===== config.mk =====
export PLATFORM = sky130hd
export DESIGN_NAME = base64_url_decoder_unit
export DESIGN_NICKNAME = d
export VERILOG_FILES = /design/src/b64u_pkg.sv /design/src/b64u_front.sv /design/src/b64u_queue.sv /design/src/b64u_back.sv /design/src/base64_url_decoder_unit.sv
export SDC_FILE = /design/constraint.sdc
export NUM_CORES = 1
export LEC_CHECK = 0
export BUFFER_PORTS_ARGS = -buffer_cell sky130_fd_sc_hd__buf_2
export CAP_MARGIN = 15
export CORE_ASPECT_RATIO = 0.5
export CORE_MARGIN = 2
export CORE_UTILIZATION = 60
export CTS_BUF_LIST = sky130_fd_sc_hd__clkbuf_2 sky130_fd_sc_hd__clkbuf_4 sky130_fd_sc_hd__clkbuf_8
export DETAILED_ROUTE_END_ITERATION = 6
export GPL_TIMING_DRIVEN = 0
export PLACE_DENSITY = 0.79
export SYNTH_ARGS = -nofsm -noshare
export SYNTH_HDL_FRONTEND = slang
export SYNTH_HIERARCHICAL = 1
export SYNTH_SLANG_ARGS = --single-unit

===== constraint.sdc =====
create_clock -name clk -period 5.5 [get_ports clk]
set_input_delay 1.1 -clock clk [delete_from_list [all_inputs] [get_ports clk]]
set_output_delay 1.1 -clock clk [all_outputs]
set_load 0.01 [all_outputs]

===== src/b64u_pkg.sv =====
// Shared types and constants for the URL-safe base64 decoder.
package b64u_pkg;

	localparam int unsigned QUEUE_DEPTH = 4;
	localparam logic [7:0]  PAD_RESET   = 8'h21;

	// One run: the results caused by one accepted character.
	typedef struct packed {
		logic [23:0] bytes;     // first result in the top byte
		logic [1:0]  last_idx;  // index of the final result of the run
		logic        has_bytes; // 0 for a bare end mark
		logic        done;      // the run closes the message
	} run_t;

endpackage


===== src/b64u_front.sv =====
// Front end: accepts characters, maps them to sextets and builds result runs.
module b64u_front (
	input  logic              clk,
	input  logic              arst_n,
	input  logic              cfg_wr_en,
	input  logic [7:0]        cfg_wr_data,
	input  logic              in_valid,
	output logic              in_ready,
	input  logic [7:0]        char_byte,
	input  logic              message_end,
	input  logic              q_full,
	output logic              q_push,
	output b64u_pkg::run_t    q_data
);
	import b64u_pkg::*;

	logic [7:0]  pad_q;
	logic [17:0] buf_q;
	logic [1:0]  cnt_q;
	logic        stopped_q;

	logic        accept;
	logic        sx_ok;
	logic [5:0]  sx;
	logic        char_ok;
	logic [17:0] buf_a;
	logic [1:0]  cnt_a;
	logic        stop_a;
	logic        grp;
	logic        do_flush;
	logic [17:0] fbuf;
	logic [1:0]  fcnt;
	run_t        run;

	always_comb begin
		sx_ok = 1'b1;
		sx    = 6'd0;
		if (char_byte inside {[8'h41:8'h5A]}) begin
			sx = 6'(char_byte - 8'h41);
		end else if (char_byte inside {[8'h61:8'h7A]}) begin
			sx = 6'(char_byte - 8'h61 + 8'd26);
		end else if (char_byte inside {[8'h30:8'h39]}) begin
			sx = 6'(char_byte - 8'h30 + 8'd52);
		end else if (char_byte == 8'h5F) begin
			sx = 6'd62;
		end else if (char_byte == 8'h2D) begin
			sx = 6'd63;
		end else begin
			sx_ok = 1'b0;
		end
	end

	// The pad test wins over the alphabet.
	assign char_ok = sx_ok && (char_byte != pad_q);

	always_comb begin
		buf_a    = buf_q;
		cnt_a    = cnt_q;
		stop_a   = stopped_q;
		grp      = 1'b0;
		do_flush = 1'b0;
		fbuf     = buf_q;
		fcnt     = cnt_q;
		if (!stopped_q) begin
			if (!char_ok) begin
				stop_a   = 1'b1;
				do_flush = 1'b1;
				buf_a    = '0;
				cnt_a    = '0;
			end else if (cnt_q == 2'd3) begin
				grp   = 1'b1;
				buf_a = '0;
				cnt_a = '0;
			end else begin
				buf_a = {buf_q[11:0], sx};
				cnt_a = cnt_q + 2'd1;
			end
		end
		// An end character flushes what is still pending after its own sextet.
		if (message_end && !stop_a) begin
			do_flush = 1'b1;
			fbuf     = buf_a;
			fcnt     = cnt_a;
		end
	end

	always_comb begin
		run.bytes     = '0;
		run.last_idx  = 2'd0;
		run.has_bytes = 1'b0;
		run.done      = message_end;
		if (grp) begin
			run.bytes     = {buf_q, sx};
			run.last_idx  = 2'd2;
			run.has_bytes = 1'b1;
		end else if (do_flush && fcnt == 2'd3) begin
			run.bytes     = {fbuf[17:10], fbuf[9:2], 8'd0};
			run.last_idx  = 2'd1;
			run.has_bytes = 1'b1;
		end else if (do_flush && fcnt == 2'd2) begin
			run.bytes     = {fbuf[11:4], 16'd0};
			run.has_bytes = 1'b1;
		end
	end

	assign in_ready = !q_full;
	assign accept   = in_valid && in_ready;
	assign q_push   = accept && (run.has_bytes || message_end);
	assign q_data   = run;

	always_ff @(posedge clk or negedge arst_n) begin
		if (!arst_n) begin
			pad_q     <= PAD_RESET;
			buf_q     <= '0;
			cnt_q     <= '0;
			stopped_q <= 1'b0;
		end else begin
			if (cfg_wr_en) begin
				pad_q <= cfg_wr_data;
			end
			if (accept) begin
				if (message_end) begin
					buf_q     <= '0;
					cnt_q     <= '0;
					stopped_q <= 1'b0;
				end else begin
					buf_q     <= buf_a;
					cnt_q     <= cnt_a;
					stopped_q <= stop_a;
				end
			end
		end
	end

	a_stop_clears: assert property (@(posedge clk) disable iff (!arst_n)
		stopped_q |-> (cnt_q == 2'd0 && buf_q == 18'd0))
		else $error("pending sextets held after a stop");

endmodule


===== src/b64u_queue.sv =====
// Small register queue of result runs between the front and back ends.
module b64u_queue #(
	parameter int unsigned DEPTH = b64u_pkg::QUEUE_DEPTH
) (
	input  logic           clk,
	input  logic           arst_n,
	input  logic           push,
	input  b64u_pkg::run_t wr_data,
	output logic           full,
	input  logic           pop,
	output logic           valid,
	output b64u_pkg::run_t rd_data
);
	import b64u_pkg::*;

	localparam int unsigned PW = (DEPTH > 1) ? $clog2(DEPTH) : 1;
	localparam int unsigned CW = $clog2(DEPTH + 1);

	run_t          mem_q [DEPTH];
	logic [PW-1:0] wr_ptr_q;
	logic [PW-1:0] rd_ptr_q;
	logic [CW-1:0] count_q;

	assign full    = (count_q == CW'(DEPTH));
	assign valid   = (count_q != '0);
	assign rd_data = mem_q[rd_ptr_q];

	always_ff @(posedge clk) begin
		if (push) begin
			mem_q[wr_ptr_q] <= wr_data;
		end
	end

	always_ff @(posedge clk or negedge arst_n) begin
		if (!arst_n) begin
			wr_ptr_q <= '0;
			rd_ptr_q <= '0;
			count_q  <= '0;
		end else begin
			if (push) begin
				wr_ptr_q <= (wr_ptr_q == PW'(DEPTH - 1)) ? '0 : wr_ptr_q + 1'b1;
			end
			if (pop) begin
				rd_ptr_q <= (rd_ptr_q == PW'(DEPTH - 1)) ? '0 : rd_ptr_q + 1'b1;
			end
			if (push && !pop) begin
				count_q <= count_q + 1'b1;
			end else if (pop && !push) begin
				count_q <= count_q - 1'b1;
			end
		end
	end

	a_no_overflow: assert property (@(posedge clk) disable iff (!arst_n)
		(push && full) |-> pop)
		else $error("run pushed into a full queue");

endmodule


===== src/b64u_back.sv =====
// Back end: takes runs from the queue and presents their results one beat each.
module b64u_back (
	input  logic           clk,
	input  logic           arst_n,
	input  logic           q_valid,
	input  b64u_pkg::run_t q_data,
	output logic           q_pop,
	output logic           out_valid,
	input  logic           out_ready,
	output logic [7:0]     data_byte,
	output logic           byte_valid,
	output logic           message_done,
	output logic           last_of_run
);
	import b64u_pkg::*;

	run_t       cur_q;
	logic       cur_valid_q;
	logic [1:0] idx_q;
	logic       last;

	assign last  = (idx_q == cur_q.last_idx);
	assign q_pop = q_valid && (!cur_valid_q || (out_ready && last));

	always_ff @(posedge clk) begin
		if (q_pop) begin
			cur_q <= q_data;
		end
	end

	always_ff @(posedge clk or negedge arst_n) begin
		if (!arst_n) begin
			cur_valid_q <= 1'b0;
			idx_q       <= '0;
		end else begin
			if (q_pop) begin
				cur_valid_q <= 1'b1;
				idx_q       <= '0;
			end else if (cur_valid_q && out_ready) begin
				if (last) begin
					cur_valid_q <= 1'b0;
				end else begin
					idx_q <= idx_q + 2'd1;
				end
			end
		end
	end

	always_comb begin
		case (idx_q)
			2'd0:    data_byte = cur_q.bytes[23:16];
			2'd1:    data_byte = cur_q.bytes[15:8];
			default: data_byte = cur_q.bytes[7:0];
		endcase
	end

	assign out_valid    = cur_valid_q;
	assign byte_valid   = cur_q.has_bytes;
	assign last_of_run  = last;
	assign message_done = cur_q.done && last;

	a_done_is_last: assert property (@(posedge clk) disable iff (!arst_n)
		(out_valid && message_done) |-> last_of_run)
		else $error("end mark not on the last beat of its run");

	a_bare_mark: assert property (@(posedge clk) disable iff (!arst_n)
		(out_valid && !byte_valid) |-> (message_done && data_byte == 8'd0))
		else $error("empty beat that is not a bare end mark");

endmodule


===== src/base64_url_decoder_unit.sv =====
// Top level of the URL-safe base64 decoder: front end, run queue and back end.
//
//  channel | signals                                         | direction
//  --------+-------------------------------------------------+----------
//  config  | cfg_wr_en, cfg_wr_data                          | in
//  input   | in_valid, in_ready, char_byte, message_end      | in
//  output  | out_valid, out_ready, data_byte, byte_valid,    | out
//          | message_done, last_of_run                       |
//
// One character beat is taken per cycle while the run queue has room; the first
// result beat that it causes is registered in the run queue and then in the
// back end before it is offered. The back end gives one result beat per cycle
// while out_ready is high, so a group of four characters yields three beats.
// Reset clears the pending sextets, the stop flag and the queue; pad is 0x21.
// A stalled output fills the run queue and then holds the input.
module base64_url_decoder_unit #(
	parameter int unsigned QDEPTH = b64u_pkg::QUEUE_DEPTH
) (
	input  logic       clk,
	input  logic       arst_n,
	input  logic       cfg_wr_en,
	input  logic [7:0] cfg_wr_data,
	input  logic       in_valid,
	output logic       in_ready,
	input  logic [7:0] char_byte,
	input  logic       message_end,
	output logic       out_valid,
	input  logic       out_ready,
	output logic [7:0] data_byte,
	output logic       byte_valid,
	output logic       message_done,
	output logic       last_of_run
);
	import b64u_pkg::*;

	logic q_full;
	logic q_push;
	logic q_pop;
	logic q_valid;
	run_t q_wr;
	run_t q_rd;

	b64u_front u_front (
		.clk         (clk),
		.arst_n      (arst_n),
		.cfg_wr_en   (cfg_wr_en),
		.cfg_wr_data (cfg_wr_data),
		.in_valid    (in_valid),
		.in_ready    (in_ready),
		.char_byte   (char_byte),
		.message_end (message_end),
		.q_full      (q_full),
		.q_push      (q_push),
		.q_data      (q_wr)
	);

	b64u_queue #(
		.DEPTH (QDEPTH)
	) u_queue (
		.clk     (clk),
		.arst_n  (arst_n),
		.push    (q_push),
		.wr_data (q_wr),
		.full    (q_full),
		.pop     (q_pop),
		.valid   (q_valid),
		.rd_data (q_rd)
	);

	b64u_back u_back (
		.clk          (clk),
		.arst_n       (arst_n),
		.q_valid      (q_valid),
		.q_data       (q_rd),
		.q_pop        (q_pop),
		.out_valid    (out_valid),
		.out_ready    (out_ready),
		.data_byte    (data_byte),
		.byte_valid   (byte_valid),
		.message_done (message_done),
		.last_of_run  (last_of_run)
	);

endmodule


==> results.json, run 1 <==
{
  "status": "completed",
  "nNetsFinal": 637,
  "drt_wl_total_um": 16800,
  "hold_buffers": 0,
  "rows": 29,
  "finalHoldViolCount": 0,
  "p_comb_frac": 0.279,
  "core_area_sq_um": 12900,
  "p_total_uw": 3820,
  "grt_max_degree": 40,
  "cap_violations": 0,
  "grt_first_pass_wirelength_um": 26400,
  "dr.pass1.iters": 5,
  "path_clk_slew_ps": 100,
  "vias": 4910,
  "antenna_found_initial": 0,
  "slew_viol_final": 0,
  "post-route-util": 0.690,
  "clockBufferDepth": 2,
  "drive_gt1_frac": 0.241,
  "synth_fp_nets": 586,
  "place_hpwl_um": 11300,
  "synth_cell_types": 67,
  "clock_power_share": 0.245,
  "drt_iter0_markers": 510,
  "crit_required_ps": 5580,
  "syn_area_sq_um": 8090,
  "ys_seq_area_frac": 0.640,
  "clock_sinks": 179,
  "die_h_um": 86.1,
  "slowest_stage": "and2_2",
  "cp_data_arrival_time_ps": 4700,
  "criticalPathCategory": "input pin to register",
  "setup_viol": 0,
  "grt_setup_unrepaired": "no",
  "cts_setup_buffers": 0,
  "p_switching_uw": 1240,
  "drc": 0,
  "ys_ff_latch": 179,
  "hold_start": "u_queue/count_q[2]",
  "end_kind": "register",
  "syn_inst": 545,
  "swShare": 0.325,
  "critPathLaunchType": "input pin",
  "tritoncts": "yes",
  "htreeDepth": 4,
  "grtUsageTotal": 0.249,
  "p_per_area_nw_per_um2": 428,
  "post_dp_cell_area_sq_um": 8480,
  "hp-class": "register to register",
  "ys.warnings.count": 6,
  "ant_nets": 0,
  "num_io_pins": 35,
  "die-area_sq_um": 14500,
  "fin_skew_ps": 16.6,
  "start_util": 0.627,
  "cts-buffers-inserted": 17,
  "nFillCells": 861,
  "ff2ff_path_depth": 7,
  "worst_slew_pin_slew_ps": 984,
  "cp_cell_sequence": "buf_2 -> buf_6 -> inv_1 -> ha_1 -> nand2_1 -> mux2_2 -> a311o_2 -> a21oi_1 -> nand2_2 -> a31oi_1 -> and2_2",
  "max_stage_delay_ps": 830,
  "synthFlopType": "edfxtp_1",
  "hold-path-cell-count": 1,
  "diodes": 0,
  "synthArstFlopShare": 0.218,
  "routedWlPerCell_um": 21.5,
  "synth_edf_count": 140,
  "p_int_uw": 2580,
  "ctsResizeCount": 0,
  "syn_avg_cell_area_sq_um": 14.8,
  "rrSetupSlack_ps": 2000,
  "gp_congestion": 0.893,
  "overflow": 0,
  "pwr-share-seq": 0.477,
  "slew_headroom": 0.344,
  "via_per_inst": 6.30,
  "hold_path_end": "u_queue/count_q[2]",
  "insertion_delay_ps": 450,
  "r2r_end": "u_queue/mem_q[1][16]",
  "p_leak_uw": 0.00332,
  "clockRootBuffer": "clkbuf_8",
  "max_freq_mhz": 217,
  "grt_pass1_vias": 4782,
  "cp_max_fo": 28,
  "irDropWorstVdd_uv": 200,
  "period_share": 0.839,
  "reg2reg_from": "u_front/pad_q[5]",
  "die_x_um": 168,
  "min_period_ps": 4610,
  "final_area_sq_um": 8920,
  "port_buffers": 32,
  "area_delta_synth_final_pct": 10.2
}
## stage by stage
| stage | hold WS (ps) | setup slack, ps | TNS, ps | std cells |
|---|---|---|---|---|
| global placement | 468 | -64.4 | -5280 | 747 |
| floorplan | 449 | 943 | 0 | 545 |
| finish | 509 | 885 | 0 | 779 |
| global route | 546 | 670 | 0 | 779 |
| CTS | 502 | 938 | 0 | 779 |
| detailed placement | 488 | 469 | 0 | 747 |
## layout make-up
class	count	area, sq um	area share
inverter	23	86.3	0.00968
tap	170	213	0.0239
clock buffer	17	234	0.0262
clock inverter	15	205	0.0230
timing repair buffer	32	160	0.0180
multi-input combinational	317	2640	0.296
sequential	179	5180	0.581
buffer	26	200	0.0224
## routing by layer
metal,global-route usage,vias up,share of wire
met2,0.389,254,0.46
li1,-,2193,-
met3,0.0771,11,0.099
met5,0,-,0
met1,0.357,2452,0.43
met4,0.0423,0,0.0066
## synth_stat cells (all sizes together), types with 9 or more instances
cell	count	area, sq um
ha	18	225
inv	23	86.3
a21oi	13	65.1
a22o	14	123
dfrtp	37	926
mux4	28	631
edfxtp	140	4200
and2	9	57.6
o21ai	27	135
buf	17	136
xor2	14	123
clkbuf	9	63.8
nor2	19	73.8
mux2	13	150
a22oi	16	120
nand2	54	205
## kinds of logic (layout without fill, tap and decap cells)
group / after synthesis / after routing / share of synthesized area
muxes: 41 / 41 / 0.0965
adders and majority gates: 19 / 19 / 0.0303
buffers and inverters: 49 / 113 / 0.0354
xor gates and xnor gates: 17 / 17 / 0.0184
and+or+nand+nor: 133 / 133 / 0.0833
DFF: 179 / 179 / 0.640
AOI/OAI and AO/OA: 107 / 107 / 0.0957
## how the worst max path moves through the flow
| stage | start | end | slack [ps] | depth (start not counted) |
|---|---|---|---|---|
| after floorplan | char_byte[2] | u_queue/mem_q[1][0] | 940 | 11 |
| final | char_byte[2] | u_queue/mem_q[1][16] | 890 | 11 |
| after detailed placement | char_byte[2] | u_queue/mem_q[1][9] | 470 | 11 |
| after CTS | char_byte[2] | u_queue/mem_q[1][16] | 940 | 11 |
| after global routing | char_byte[2] | u_queue/count_q[2] | 670 | 16 |
| after global placement | char_byte[2] | u_queue/mem_q[1][9] | -60 | 11 |
## cell usage in the layout (no fill, tap or decap), types with 3 or more instances in the layout
cell type    n
clkbuf_1     6
o21ai_1      4
xnor2_1      3
edfxtp_1   140
a32oi_1      3
mux4_2      28
o21ai_0     23
and3_1       5
buf_2       36
or2b_2       3
nor4_1       3
a211oi_1     3
clkinv_8     5
inv_1       23
a22o_1      14
nor2_1      18
a22oi_1     16
inv_8        3
a2bb2oi_1    3
buf_4        6
and2_2       5
clkbuf_8    20
nand2_1     53
and2_1       4
nor3b_1      6
dfrtp_1     37
mux2_2      12
nor3_1       5
inv_6        3
a21o_2       4
nand4_1      5
ha_1        18
a21oi_1     13
nand3_1      7
nor2b_1      6
buf_6        6
xor2_1      14
## flip-flops by register name, summed over array words and instances, names as in the netlist
register           flops
u_back/out_valid       1
u_front/cnt_q          2
u_front/buf_q         18
u_queue/count_q        3
u_queue/rd_ptr_q       2
u_back/cur_q          27
u_front/pad_q          8
u_back/byte_valid      1
u_queue/mem_q        112
u_front/stopped_q      1
u_back/idx_q           2
u_queue/wr_ptr_q       2
## critical path: cells and delay by family
family | cells | cell delay (ps)
adder cells (fa/ha/maj) | 1 | 250
multiplexers | 1 | 260
buffers and inverters | 3 | 370
AND/OR/NAND/NOR | 3 | 1210
AO/OA/AOI/OAI | 3 | 1500
## power by group through the flow
stage	sequential, uW	combinational (uW)	clock, uW
floorplan	1820	749	0
global placement	1840	1030	0
detailed placement	1850	1070	0
CTS	1820	1070	952
global route	1840	1160	1010
finish	1820	1060	934
No activity file was read; power rests on OpenSTA's default activity.
==> run 2: changes to the inputs <==
==> constraint.sdc (replaced) <==
create_clock -name clk -period 4.5 [get_ports clk]
set_input_delay 0.9 -clock clk [delete_from_list [all_inputs] [get_ports clk]]
set_output_delay 0.9 -clock clk [all_outputs]
set_load 0.01 [all_outputs]
==> results.json, run 2 (synthesized netlist as in run 1, its figures left out) <==
{
  "reg2reg_from": "u_front/pad_q[5]",
  "place_hpwl_um": 11300,
  "die_h_um": 86.1,
  "final_area_sq_um": 8920,
  "rrSetupSlack_ps": 1130,
  "irDropWorstVdd_uv": 245,
  "antenna_found_initial": 0,
  "ant_nets": 0,
  "insertion_delay_ps": 450,
  "final_common_cell": "edfxtp_1",
  "cts-buffers-inserted": 17,
  "rows": 29,
  "core_area_sq_um": 12900,
  "ff2ff_path_depth": 11,
  "min_period_ps": 4240,
  "path_clk_slew_ps": 100,
  "vias": 4919,
  "die_x_um": 168,
  "drive_gt1_frac": 0.243,
  "largest_reg_flops": 112,
  "grtUsageTotal": 0.249,
  "cp_max_fo": 28,
  "gp_congestion": 0.893,
  "post_dp_cell_area_sq_um": 8480,
  "slew_headroom": 0.347,
  "diodes": 0,
  "layout_common_cells": "edfxtp_1 (140), nand2_1 (53), dfrtp_1 (37)",
  "max_freq_mhz": 236,
  "htreeDepth": 4,
  "hold_path_end": "u_queue/count_q[2]",
  "setup_viol": 0,
  "top_regs": "u_queue/mem_q x112, u_back/cur_q x27, u_front/buf_q x18",
  "drc": 0,
  "hold_start": "u_queue/count_q[2]",
  "period_share": 0.942,
  "hp-class": "register to register",
  "p_switching_uw": 1520,
  "dr.pass1.iters": 6,
  "port_buffers": 32,
  "grt_pass1_vias": 4782,
  "p_comb_frac": 0.279,
  "via_per_inst": 6.31,
  "clockBufferDepth": 2,
  "p_leak_uw": 0.00332,
  "criticalPathCategory": "input pin to register",
  "nFillCells": 859,
  "finalHoldViolCount": 0,
  "slew_viol_final": 0,
  "fin_skew_ps": 15.4,
  "worst_slew_pin_slew_ps": 980,
  "critPathLaunchType": "input pin",
  "r2r_end": "u_queue/count_q[1]",
  "fin_ws_ps": 260,
  "nNetsFinal": 637,
  "num_io_pins": 35,
  "hold_buffers": 0,
  "p_int_uw": 3150,
  "drt_iter0_markers": 531,
  "area_delta_synth_final_pct": 10.3,
  "p_per_area_nw_per_um2": 524,
  "drt_wl_total_um": 16800,
  "cp_data_arrival_time_ps": 4320,
  "cap_violations": 0,
  "grt_first_pass_wirelength_um": 26400,
  "die-area_sq_um": 14500,
  "tritoncts": "yes",
  "cts_setup_buffers": 0,
  "pwr-share-seq": 0.476,
  "routedWlPerCell_um": 21.6,
  "grt_setup_unrepaired": "no",
  "pre_cts_slack_ps": -331,
  "clock_sinks": 179,
  "clockRootBuffer": "clkbuf_8",
  "hold-path-cell-count": 1,
  "crit_required_ps": 4580,
  "start_util": 0.627,
  "clock_power_share": 0.245,
  "grt_max_degree": 40,
  "overflow": 0,
  "end_kind": "register",
  "regMostFlops": "u_queue/mem_q",
  "status": "completed",
  "swShare": 0.325
}
## run 2: changes by cell type in the layout (fill, tap and decap cells not counted)
cell / previous run / this run
a31oi_2: 0 / 1
a31oi_1: 2 / 1
## run 2: power groups by stage
| stage | clock, uW | combinational, uW | sequential, uW |
|---|---|---|---|
| 4_1_cts | 1160 | 1310 | 2230 |
| 6_report | 1140 | 1300 | 2220 |
| 3_5_place_dp | 0 | 1310 | 2260 |
| 3_3_place_gp | 0 | 1260 | 2250 |
| 5_1_grt | 1240 | 1420 | 2250 |
| 2_1_floorplan | 0 | 916 | 2230 |
## run 2: layout make-up
cell class | instances | area (sq um) | share of cell area
Buffer | 26 | 200 | 0.0224
Clock buffer | 17 | 234 | 0.0262
Clock inverter | 15 | 205 | 0.0230
Inverter | 23 | 86.3 | 0.00967
Multi-Input combinational cell | 317 | 2640 | 0.296
Sequential cell | 179 | 5180 | 0.581
Tap cell | 170 | 213 | 0.0238
Timing Repair Buffer | 32 | 160 | 0.0179
## run 2: worst max-delay path by stage
stage                 startpoint                    to  slack, ps  depth (start not counted)
floorplan           char_byte[2]   u_queue/mem_q[1][0]        140                         11
global placement    char_byte[2]   u_queue/mem_q[1][9]       -860                         11
detailed placement  char_byte[2]   u_queue/mem_q[1][9]       -330                         11
CTS                 char_byte[2]  u_queue/mem_q[1][16]        140                         11
global route        char_byte[2]    u_queue/count_q[2]         70                         16
finish              char_byte[2]  u_queue/mem_q[2][21]        260                         11
## run 2: metrics by stage
stage | TNS, ps | power [uW] | utilization | hold WS, ps | instances
3_5_place_dp | -35590 | 3570 | 0.656 | 488 | 747
2_1_floorplan | 0 | 3140 | - | 449 | 545
6_report | 0 | 4670 | 0.691 | 511 | 779
5_1_grt | 0 | 4910 | 0.691 | 546 | 779
3_3_place_gp | -95410 | 3510 | 0.655 | 468 | 747
4_1_cts | 0 | 4700 | 0.690 | 502 | 779
## run 2: critical path, stage by stage
cell and delay [ps]:
buf_2 120, buf_6 140, inv_1 110, ha_1 250, nand2_1 100, mux2_2 260
a311o_2 450, a21oi_1 490, nand2_2 290, a31oi_2 410, and2_2 780
## run 2: per-layer routing
layer,GRT usage,vias to the layer above,wire [um]
met5,0,-,0
met4,0.0423,0,89
met3,0.0771,9,1610
met2,0.389,250,7770
met1,0.357,2464,7320
li1,-,2196,-
## run 2: timing repair
action	in CTS	in global routing
gates resized for setup	0	1
endpoints found under the hold margin	0	0
setup endpoints to repair	0	113
